File: config.mk
export PLATFORM = sky130hd
export DESIGN_NAME = utf16_to_utf8_stream_encoder
export DESIGN_NICKNAME = d
export VERILOG_FILES = /design/src/u16u8_pkg.sv /design/src/utf16_to_utf8_stream_encoder.sv /design/src/u16u8_front.sv /design/src/u16u8_queue.sv /design/src/u16u8_back.sv
export SDC_FILE = /design/constraint.sdc
export NUM_CORES = 1
export LEC_CHECK = 0
export BUFFER_PORTS_ARGS = -buffer_cell sky130_fd_sc_hd__buf_2
export CAP_MARGIN = 20
export CORE_AREA = 3 3 184 186
export CTS_CLUSTER_SIZE = 40
export DETAILED_ROUTE_END_ITERATION = 8
export DIE_AREA = 0 0 187 189
export PLACE_DENSITY = 0.74
export SETUP_SLACK_MARGIN = 0.3
export SKIP_CTS_REPAIR_TIMING = 1
export SKIP_LAST_GASP = 1
export SYNTH_ARGS = -nofsm -noshare
export SYNTH_HDL_FRONTEND = slang
export SYNTH_HIERARCHICAL = 1
export SYNTH_SLANG_ARGS = --single-unit
File: constraint.sdc
create_clock -name clk -period 6.55 [get_ports clk]
set_input_delay 1.31 -clock clk [delete_from_list [all_inputs] [get_ports clk]]
set_output_delay 1.31 -clock clk [all_outputs]
set_load 0.02 [all_outputs]
File: src/u16u8_pkg.sv
// Package for the UTF-16 to UTF-8 stream encoder.
// Shared codes, byte-pattern constants and the job record passed front to back.
// No dependencies.
`default_nettype none
package u16u8_pkg;

  // status codes carried in tuser
  localparam logic [1:0] ST_OK   = 2'd0;
  localparam logic [1:0] ST_ROOM = 2'd1;
  localparam logic [1:0] ST_SURR = 2'd2;

  // widths fixed by the stream fields
  localparam int unsigned UNIT_W = 16;
  localparam int unsigned OFF_W  = 24;
  localparam int unsigned BUF_W  = 24;

  // UTF-8 lead and continuation prefixes
  localparam logic [7:0] LEAD2 = 8'hC0;
  localparam logic [7:0] LEAD3 = 8'hE0;
  localparam logic [7:0] LEAD4 = 8'hF0;
  localparam logic [7:0] CONT  = 8'h80;

  // UTF-16 range limits
  localparam logic [15:0] MAX1    = 16'h007F;
  localparam logic [15:0] MAX2    = 16'h07FF;
  localparam logic [5:0]  HI_TAG  = 6'b110110;  // 0xD800..0xDBFF
  localparam logic [5:0]  LO_TAG  = 6'b110111;  // 0xDC00..0xDFFF
  localparam logic [20:0] SUPP_BASE = 21'h10000;

  // job queue size
  localparam int unsigned Q_DEPTH = 4;
  localparam int unsigned Q_AW    = 2;

  // one job: up to four bytes laid out at consecutive offsets
  typedef struct packed {
    logic [3:0][7:0]   bytes;
    logic [1:0]        last_idx;
    logic [OFF_W-1:0]  base;
    logic              term;
    logic [1:0]        status;
  } job_t;

  // front status seen by the top level
  typedef struct packed {
    logic [1:0] err;
    logic       pending;
  } front_stat_t;

endpackage
`default_nettype wire

File: src/utf16_to_utf8_stream_encoder.sv
// UTF-16 to UTF-8 stream encoder, top level.
// Instantiates u16u8_front, u16u8_queue and u16u8_back; uses u16u8_pkg.
//
// Usage:
//   in_*  : one UTF-16 code unit per beat; a zero unit ends a string.
//   out_* : one UTF-8 byte per beat with its buffer offset; tlast marks the
//           final byte for a code unit, tuser carries terminator and status.
//   cfg_* : write of the buffer length in bytes, taken every cycle.
// A BMP unit gives 1 to 3 bytes, a surrogate pair 4 bytes on the low unit,
// a high surrogate none. An error (buffer too small, unpaired surrogate) is
// sticky: every later unit gives one beat with nonzero status until reset.
// The first byte of a unit passes through the job queue and then the output
// register of the byte sequencer before it is presented.
// Throughput: one output byte per cycle while out_tready is high (or the
// output register is empty), set by the byte sequencer; the input is taken
// while the four-entry job queue has room, independent of the output side.
// Reset (rst_n low, synchronous) clears counter, surrogate, error and queue,
// and sets the buffer length to 0xFFFFFF. When the receiver stalls, the
// output beat holds and the queue fills, then in_tready drops.
`default_nettype none
module utf16_to_utf8_stream_encoder #(
  parameter int unsigned OFFSET_BITS = 24
) (
  input  wire logic        clk,
  input  wire logic        rst_n,
  input  wire logic        in_tvalid,
  output logic             in_tready,
  input  wire logic [15:0] in_tdata,    // [15:0] code_unit
  output logic             out_tvalid,
  input  wire logic        out_tready,
  output logic [31:0]      out_tdata,   // [7:0] out_byte, [31:8] byte_offset
  output logic             out_tlast,   // last_of_unit
  output logic [2:0]       out_tuser,   // [0] string_end, [2:1] status
  input  wire logic        cfg_valid,
  output logic             cfg_ready,
  input  wire logic [23:0] cfg_data     // buffer_bytes
);
  import u16u8_pkg::*;

  logic [BUF_W-1:0] buf_r;
  logic             space, push, pop, full, empty;
  job_t             wr_job, rd_job;
  front_stat_t      fstat;
  logic [7:0]       o_byte;
  logic [OFF_W-1:0] o_off;
  logic             o_last, o_term;
  logic [1:0]       o_st;

  // buffer length register
  assign cfg_ready = 1'b1;
  always_ff @(posedge clk) begin
    if (!rst_n) begin
      buf_r <= '1;
    end else if (cfg_valid && cfg_ready) begin
      buf_r <= cfg_data;
    end
  end

  assign space = !full;

  u16u8_front #(.OFFSET_BITS(OFFSET_BITS)) u_front (
    .clk          (clk),
    .rst_n        (rst_n),
    .unit_valid   (in_tvalid),
    .unit         (in_tdata),
    .space        (space),
    .buffer_bytes (buf_r),
    .unit_ready   (in_tready),
    .job_push     (push),
    .job          (wr_job),
    .stat         (fstat)
  );

  u16u8_queue u_queue (
    .clk    (clk),
    .rst_n  (rst_n),
    .push   (push),
    .wr_job (wr_job),
    .pop    (pop),
    .rd_job (rd_job),
    .full   (full),
    .empty  (empty)
  );

  u16u8_back u_back (
    .clk        (clk),
    .rst_n      (rst_n),
    .job        (rd_job),
    .job_empty  (empty),
    .job_pop    (pop),
    .out_tvalid (out_tvalid),
    .out_tready (out_tready),
    .out_byte   (o_byte),
    .out_off    (o_off),
    .out_last   (o_last),
    .out_term   (o_term),
    .out_status (o_st)
  );

  assign out_tdata = {o_off, o_byte};
  assign out_tlast = o_last;
  assign out_tuser = {o_st, o_term};

  // sticky error never changes once set
  a_err_sticky: assert property (@(posedge clk) disable iff (!rst_n)
    (fstat.err != ST_OK) |=> $stable(fstat.err))
    else $error("sticky error changed");

  // an error beat is a single zero byte closing its unit
  a_err_beat: assert property (@(posedge clk) disable iff (!rst_n)
    (out_tvalid && (out_tuser[2:1] != ST_OK)) |->
      (out_tlast && (out_tdata[7:0] == 8'd0) && !out_tuser[0]))
    else $error("malformed error beat");

  // a terminator is a zero byte, alone for its unit
  a_term_beat: assert property (@(posedge clk) disable iff (!rst_n)
    (out_tvalid && out_tuser[0]) |-> (out_tlast && (out_tdata[7:0] == 8'd0)))
    else $error("malformed terminator beat");

  // the unit that sets an error leaves the held-surrogate flag as it was
  a_err_no_pend: assert property (@(posedge clk) disable iff (!rst_n)
    ($rose(fstat.err != ST_OK)) |-> ($stable(fstat.pending)))
    else $error("surrogate state moved on error");

endmodule
`default_nettype wire

File: src/u16u8_front.sv
// Front end: accepts code units, checks room and pairing, encodes bytes.
// Holds the surrogate, byte counter and sticky error. Uses u16u8_pkg.
`default_nettype none
module u16u8_front #(
  parameter int unsigned OFFSET_BITS = 24
) (
  input  wire logic                              clk,
  input  wire logic                              rst_n,
  input  wire logic                              unit_valid,
  input  wire logic [u16u8_pkg::UNIT_W-1:0]      unit,
  input  wire logic                              space,
  input  wire logic [u16u8_pkg::BUF_W-1:0]       buffer_bytes,
  output logic                                   unit_ready,
  output logic                                   job_push,
  output u16u8_pkg::job_t                        job,
  output u16u8_pkg::front_stat_t                 stat
);
  import u16u8_pkg::*;

  // compare width: wide enough for the counter plus four and the buffer size
  localparam int unsigned MW = (OFFSET_BITS > BUF_W) ? OFFSET_BITS : BUF_W;
  localparam int unsigned CW = MW + 1;
  localparam logic [CW-1:0] OFF_MAX = CW'((64'd1 << OFFSET_BITS) - 64'd1);

  logic [OFFSET_BITS-1:0] bw_r, bw_nxt;
  logic [9:0]             hi_r, hi_nxt;
  logic                   pend_r, pend_nxt;
  logic [1:0]             err_r, err_nxt;

  logic            take, is_hi, is_lo, push;
  logic [CW-1:0]   bw_ext, lim, buf_ext;
  logic [20:0]     cp;
  logic [2:0]      nbytes;
  job_t            jb;

  assign unit_ready = space;
  assign take       = unit_valid && space;
  assign is_hi      = (unit[15:10] == HI_TAG);
  assign is_lo      = (unit[15:10] == LO_TAG);
  assign bw_ext     = CW'(bw_r);
  assign buf_ext    = CW'(buffer_bytes);
  assign lim        = (buf_ext > OFF_MAX) ? OFF_MAX : buf_ext;
  assign cp         = SUPP_BASE + {1'b0, hi_r, unit[9:0]};

  // classify, encode and work out the next state
  always_comb begin
    bw_nxt   = bw_r;
    hi_nxt   = hi_r;
    pend_nxt = pend_r;
    err_nxt  = err_r;
    push     = 1'b1;
    nbytes   = 3'd0;
    jb.bytes    = '0;
    jb.last_idx = 2'd0;
    jb.base     = bw_ext[OFF_W-1:0];
    jb.term     = 1'b0;
    jb.status   = ST_OK;
    if (err_r != ST_OK) begin
      jb.status = err_r;
    end else if (pend_r != is_lo) begin
      err_nxt   = ST_SURR;
      jb.status = ST_SURR;
    end else if (unit == '0) begin
      if (bw_ext >= lim) begin
        err_nxt   = ST_ROOM;
        jb.status = ST_ROOM;
      end else begin
        jb.term = 1'b1;
        nbytes  = 3'd1;
      end
    end else if ((bw_ext + CW'(4)) >= lim) begin
      err_nxt   = ST_ROOM;
      jb.status = ST_ROOM;
    end else if (is_hi) begin
      hi_nxt   = unit[9:0];
      pend_nxt = 1'b1;
      push     = 1'b0;
    end else if (is_lo) begin
      hi_nxt      = '0;
      pend_nxt    = 1'b0;
      jb.bytes[0] = LEAD4 | {5'd0, cp[20:18]};
      jb.bytes[1] = CONT  | {2'd0, cp[17:12]};
      jb.bytes[2] = CONT  | {2'd0, cp[11:6]};
      jb.bytes[3] = CONT  | {2'd0, cp[5:0]};
      jb.last_idx = 2'd3;
      nbytes      = 3'd4;
    end else if (unit <= MAX1) begin
      jb.bytes[0] = unit[7:0];
      nbytes      = 3'd1;
    end else if (unit <= MAX2) begin
      jb.bytes[0] = LEAD2 | {3'd0, unit[10:6]};
      jb.bytes[1] = CONT  | {2'd0, unit[5:0]};
      jb.last_idx = 2'd1;
      nbytes      = 3'd2;
    end else begin
      jb.bytes[0] = LEAD3 | {4'd0, unit[15:12]};
      jb.bytes[1] = CONT  | {2'd0, unit[11:6]};
      jb.bytes[2] = CONT  | {2'd0, unit[5:0]};
      jb.last_idx = 2'd2;
      nbytes      = 3'd3;
    end
    bw_nxt = bw_r + OFFSET_BITS'(nbytes);
  end

  assign job      = jb;
  assign job_push = take && push;
  assign stat.err     = err_r;
  assign stat.pending = pend_r;

  // state registers
  always_ff @(posedge clk) begin
    if (!rst_n) begin
      bw_r   <= '0;
      hi_r   <= '0;
      pend_r <= 1'b0;
      err_r  <= ST_OK;
    end else if (take) begin
      bw_r   <= bw_nxt;
      hi_r   <= hi_nxt;
      pend_r <= pend_nxt;
      err_r  <= err_nxt;
    end
  end

endmodule
`default_nettype wire

File: src/u16u8_queue.sv
// Short job queue between the front end and the byte sequencer.
// Register based, first in first out. Uses u16u8_pkg.
`default_nettype none
module u16u8_queue (
  input  wire logic            clk,
  input  wire logic            rst_n,
  input  wire logic            push,
  input  wire u16u8_pkg::job_t wr_job,
  input  wire logic            pop,
  output u16u8_pkg::job_t      rd_job,
  output logic                 full,
  output logic                 empty
);
  import u16u8_pkg::*;

  job_t            mem_r [Q_DEPTH];
  logic [Q_AW-1:0] wp_r, rp_r;
  logic [Q_AW:0]   cnt_r, cnt_nxt;
  logic            do_push, do_pop;

  assign full    = (cnt_r == (Q_AW+1)'(Q_DEPTH));
  assign empty   = (cnt_r == '0);
  assign do_push = push && !full;
  assign do_pop  = pop && !empty;
  assign rd_job  = mem_r[rp_r];

  always_comb begin
    cnt_nxt = cnt_r;
    if (do_push && !do_pop) cnt_nxt = cnt_r + 1'b1;
    if (!do_push && do_pop) cnt_nxt = cnt_r - 1'b1;
  end

  // pointers and fill count
  always_ff @(posedge clk) begin
    if (!rst_n) begin
      wp_r  <= '0;
      rp_r  <= '0;
      cnt_r <= '0;
    end else begin
      cnt_r <= cnt_nxt;
      if (do_push) wp_r <= wp_r + 1'b1;
      if (do_pop)  rp_r <= rp_r + 1'b1;
    end
  end

  // storage
  always_ff @(posedge clk) begin
    if (do_push) mem_r[wp_r] <= wr_job;
  end

endmodule
`default_nettype wire

File: src/u16u8_back.sv
// Back end: walks each queued job and sends one byte per beat.
// Output register decouples the downstream ready. Uses u16u8_pkg.
`default_nettype none
module u16u8_back (
  input  wire logic                         clk,
  input  wire logic                         rst_n,
  input  wire u16u8_pkg::job_t              job,
  input  wire logic                         job_empty,
  output logic                              job_pop,
  output logic                              out_tvalid,
  input  wire logic                         out_tready,
  output logic [7:0]                        out_byte,
  output logic [u16u8_pkg::OFF_W-1:0]       out_off,
  output logic                              out_last,
  output logic                              out_term,
  output logic [1:0]                        out_status
);
  import u16u8_pkg::*;

  logic [1:0]       idx_r, idx_nxt;
  logic             vld_r, vld_nxt;
  logic [7:0]       byte_r;
  logic [OFF_W-1:0] off_r;
  logic             last_r, term_r;
  logic [1:0]       st_r;
  logic             load, fire, at_last;

  assign load    = !vld_r || out_tready;
  assign fire    = load && !job_empty;
  assign at_last = (idx_r == job.last_idx);
  assign job_pop = fire && at_last;

  always_comb begin
    idx_nxt = idx_r;
    vld_nxt = vld_r;
    if (load) vld_nxt = !job_empty;
    if (fire) idx_nxt = at_last ? 2'd0 : idx_r + 2'd1;
  end

  // control
  always_ff @(posedge clk) begin
    if (!rst_n) begin
      idx_r <= '0;
      vld_r <= 1'b0;
    end else begin
      idx_r <= idx_nxt;
      vld_r <= vld_nxt;
    end
  end

  // output payload
  always_ff @(posedge clk) begin
    if (fire) begin
      byte_r <= job.bytes[idx_r];
      off_r  <= job.base + OFF_W'(idx_r);
      last_r <= at_last;
      term_r <= job.term;
      st_r   <= job.status;
    end
  end

  assign out_tvalid = vld_r;
  assign out_byte   = byte_r;
  assign out_off    = off_r;
  assign out_last   = last_r;
  assign out_term   = term_r;
  assign out_status = st_r;

endmodule
`default_nettype wire
==> results.txt <==
The run finished with clean final reports. The clock latency at the later pin of the worst-skew pair came out at 0.51 ns. The width of the die came out at 187 um.

The required time at the endpoint of the critical path came out at 6.94 ns. The number of diodes added for antenna fixing came out at 0. The ratio of cells with drive above 1 in the final layout is 0.206. The routability congestion estimate from global placement is 0.933. Counting I/O delays and the setup requirement, the final critical path takes 5.57 ns.

The floorplan row count is 66. The worst setup path category is reg -> reg. The worst-case setup margin in the final layout came out at 0.977 ns. The static leakage is 6.80 nW. The maximum clock frequency is 179 MHz. The sequential power share came out at 0.508. The startpoint type of the worst setup path is a flop. The remaining routing DRC violations is 0. Summing every instance area after synthesis gives 16100 sq um. The maximum vdd ir drop came out at 174 uV. The area added between synthesis and finish is 12.2%.

Setup repair after global routing left no endpoint under its margin. STA classifies the critical path endpoint as a flop. The die covers 35300 sq um. The share of total power dissipated in the clock network is 0.384. The worst-margin pin slew is 0.957 ns.

The clock slew at the register clock pins of the worst setup and hold paths came out at 0.06 ns. Entering global routing, the biggest net connects 66 pins. The post-route clock skew came out at 0.0124 ns. The cell count after synthesis came out at 1127. The number of max-slew violations in the final report was 0. The number of global-route vias before repair is 9741.

The residual antenna-violating net count after detailed routing is 0. Dividing the detail-routed via count by the number of cells gives 5.60. The H-tree depth came out at 2. The arrival time at the worst endpoint is 5.96 ns. For this design the ratio of total power to cell area is 293 nW/um^2. Across the run, the number of max-cap violations was 0.

Across every metal layer, demand over resource in global routing totals 0.191. Detailed placement finished with a half-perimeter wire length of 22000 um. Dividing the synthesized area by the synthesized cell count gives 14.3 sq um.

In this run the deepest clock path goes through 3 buffers. The class of the most critical hold timing path is reg -> reg. Wires add up to 33200 um.

The final number of setup-violating endpoints came out at 0. For this run the aggregate overflow at the end of global routing stands at 0. The root buffer cell chosen for the clock tree is sky130_fd_sc_hd__clkbuf_16. The peak fanout along the critical path is 12. The average wire length per cell after detail routing came out at 19.7 um. The first global-routing pass estimated 53700 um of wire. The worst pin sits at a relative slew slack of 0.361. For this design, the sink count on the clock tree is 353. The total core area is 32500 sq um. The placement-stage worst setup slack is 0.967 ns. The number of warnings printed during yosys synthesis came out at 6.

The layout net count came out at 1320. The share of the cycle needed by the critical path after routing came out at 0.851. The initial antenna violation count is 0.

The number of iterations in the first detailed-routing pass is 5. The total number of vias is 9427. The detailed router's first-iteration violation count came out at 908. TritonCTS built the clock tree. The relative contribution of combinational cells to total power came out at 0.108. In this run the power spent charging and discharging nets is 1.27 mW. Summed over all failing endpoints, the final setup total negative slack is 0 ns.

The total CTS buffers came out at 37. The count of buffers from port buffering came out at 82. The starting density of the core is 0.497.

The floorplan die height is 189 um. Of the total power, the share spent switching nets is 0.239. The internal power of the cells totals 4.03 mW. Pin placement for this block handled 84 I/O pins. The final count of hold timing violations is 0.
layout by cell type (no fill, tap or decap), types with 4 or more instances in the layout:
cell                        count
sky130_fd_sc_hd__nor4_1         9
sky130_fd_sc_hd__a21oi_1       33
sky130_fd_sc_hd__and2_2         4
sky130_fd_sc_hd__nand2b_1      16
sky130_fd_sc_hd__buf_4         15
sky130_fd_sc_hd__a211oi_1       4
sky130_fd_sc_hd__and2_1        16
sky130_fd_sc_hd__conb_1         4
sky130_fd_sc_hd__and3_1        14
sky130_fd_sc_hd__nand3_1       42
sky130_fd_sc_hd__nor3_1        26
sky130_fd_sc_hd__a21o_1         9
sky130_fd_sc_hd__edfxtp_1     280
sky130_fd_sc_hd__nor2_1        40
sky130_fd_sc_hd__nor2_2         7
sky130_fd_sc_hd__mux2i_1       26
sky130_fd_sc_hd__inv_6          5
sky130_fd_sc_hd__xnor2_1       36
sky130_fd_sc_hd__nand2_1       84
sky130_fd_sc_hd__clkbuf_1       9
sky130_fd_sc_hd__clkbuf_16     37
sky130_fd_sc_hd__dfxtp_1       71
sky130_fd_sc_hd__nor2b_1        6
sky130_fd_sc_hd__nand3b_1      11
sky130_fd_sc_hd__o21ai_0       19
sky130_fd_sc_hd__buf_2         82
sky130_fd_sc_hd__inv_1         70
sky130_fd_sc_hd__a21boi_0      12
sky130_fd_sc_hd__nand4_1       21
sky130_fd_sc_hd__buf_12         4
sky130_fd_sc_hd__or3_1          6
sky130_fd_sc_hd__ha_1          58
sky130_fd_sc_hd__mux4_2        69
sky130_fd_sc_hd__xor2_1        30
sky130_fd_sc_hd__clkinv_2       7
sky130_fd_sc_hd__and4_1         5
cell type report:
type                            count  area, sq um
Fill cell                        2576        14400
Inverter                           71          267
Sequential cell                   353         9870
Tap cell                          442          553
Multi-Input combinational cell    650         5610
Clock inverter                     19          203
Timing Repair Buffer              101          603
Clock buffer                       48          987
per-layer routing:
| layer | vias up | global-route usage | routed length, um |
|---|---|---|---|
| met4 | 0 | 0.0529 | 760 |
| met5 | - | 0 | 0 |
| met2 | 322 | 0.304 | 15500 |
| met3 | 59 | 0.0337 | 2370 |
| met1 | 4660 | 0.272 | 14600 |
| li1 | 4386 | - | - |
sequential cells by signal, indices dropped and copies added (netlist names), 2 cells and up, named ones only:
name and cells:
buf_r 24, u_back/idx_r 2, u_back/out_byte 8, u_back/out_off 24, u_back/out_status 2, u_front/bw_r 24
u_front/err_r 2, u_front/hi_r 10, u_queue/cnt_r 3, u_queue/mem_r 244, u_queue/rp_r 2, u_queue/wp_r 2
critical path, cell delays in order (launching register included):
cell and delay (ns):
sky130_fd_sc_hd__dfxtp_1 0.56, sky130_fd_sc_hd__ha_1 0.29, sky130_fd_sc_hd__nand3_1 0.19, sky130_fd_sc_hd__nor3_1 0.57, sky130_fd_sc_hd__nand2b_1 0.16, sky130_fd_sc_hd__xnor2_1 0.16
sky130_fd_sc_hd__ha_1 0.34, sky130_fd_sc_hd__a21oi_1 0.24, sky130_fd_sc_hd__nor3_1 0.07, sky130_fd_sc_hd__nor3_1 0.13, sky130_fd_sc_hd__nand4_1 0.28, sky130_fd_sc_hd__nor3_1 0.37
sky130_fd_sc_hd__nand2_1 0.09, sky130_fd_sc_hd__a21oi_1 0.15, sky130_fd_sc_hd__ha_1 0.18, sky130_fd_sc_hd__inv_1 0.06, sky130_fd_sc_hd__fa_1 0.41, sky130_fd_sc_hd__nor2b_1 0.16
sky130_fd_sc_hd__o211ai_1 0.14, sky130_fd_sc_hd__nor2_1 0.13, sky130_fd_sc_hd__buf_4 0.16, sky130_fd_sc_hd__nand3_1 0.15, sky130_fd_sc_hd__nor3_1 0.25, sky130_fd_sc_hd__xnor2_1 0.15
sky130_fd_sc_hd__nor2_1 0.05
power groups by stage:
stage               combinational (mW)  clock [mW]  sequential, mW
floorplan                        0.337           0            2.78
global placement                 0.560           0            2.73
detailed placement               0.572           0            2.74
CTS                              0.577        2.08            2.70
global route                     0.626        2.17            2.71
finish                           0.570        2.04            2.69
worst paths after layout:
kind / from / end / slack [ns] / cells past startpoint
max: u_front/bw_r[3] / u_front/bw_r[18] / 0.98 / 24
min: u_front/hi_r[0] / u_front/hi_r[0] / 0.48 / 2
max reg2reg: u_front/bw_r[3] / u_front/bw_r[18] / 0.98 / 24
min reg2reg: u_front/hi_r[0] / u_front/hi_r[0] / 0.48 / 2
stage by stage:
| stage | hold WS (ns) | utilization | cells | cell area (sq um) | power (mW) |
|---|---|---|---|---|---|
| 2_1_floorplan | 0.442 | - | 1129 | 16100 | 3.12 |
| 3_3_place_gp | 0.456 | 0.521 | 1617 | 16900 | 3.29 |
| 3_5_place_dp | 0.462 | 0.521 | 1617 | 16900 | 3.31 |
| 4_1_cts | 0.473 | 0.558 | 1684 | 18100 | 5.35 |
| 5_1_grt | 0.500 | 0.558 | 1684 | 18100 | 5.51 |
| 6_report | 0.476 | 0.558 | 1684 | 18100 | 5.30 |
No activity file was read; power rests on OpenSTA's default activity.
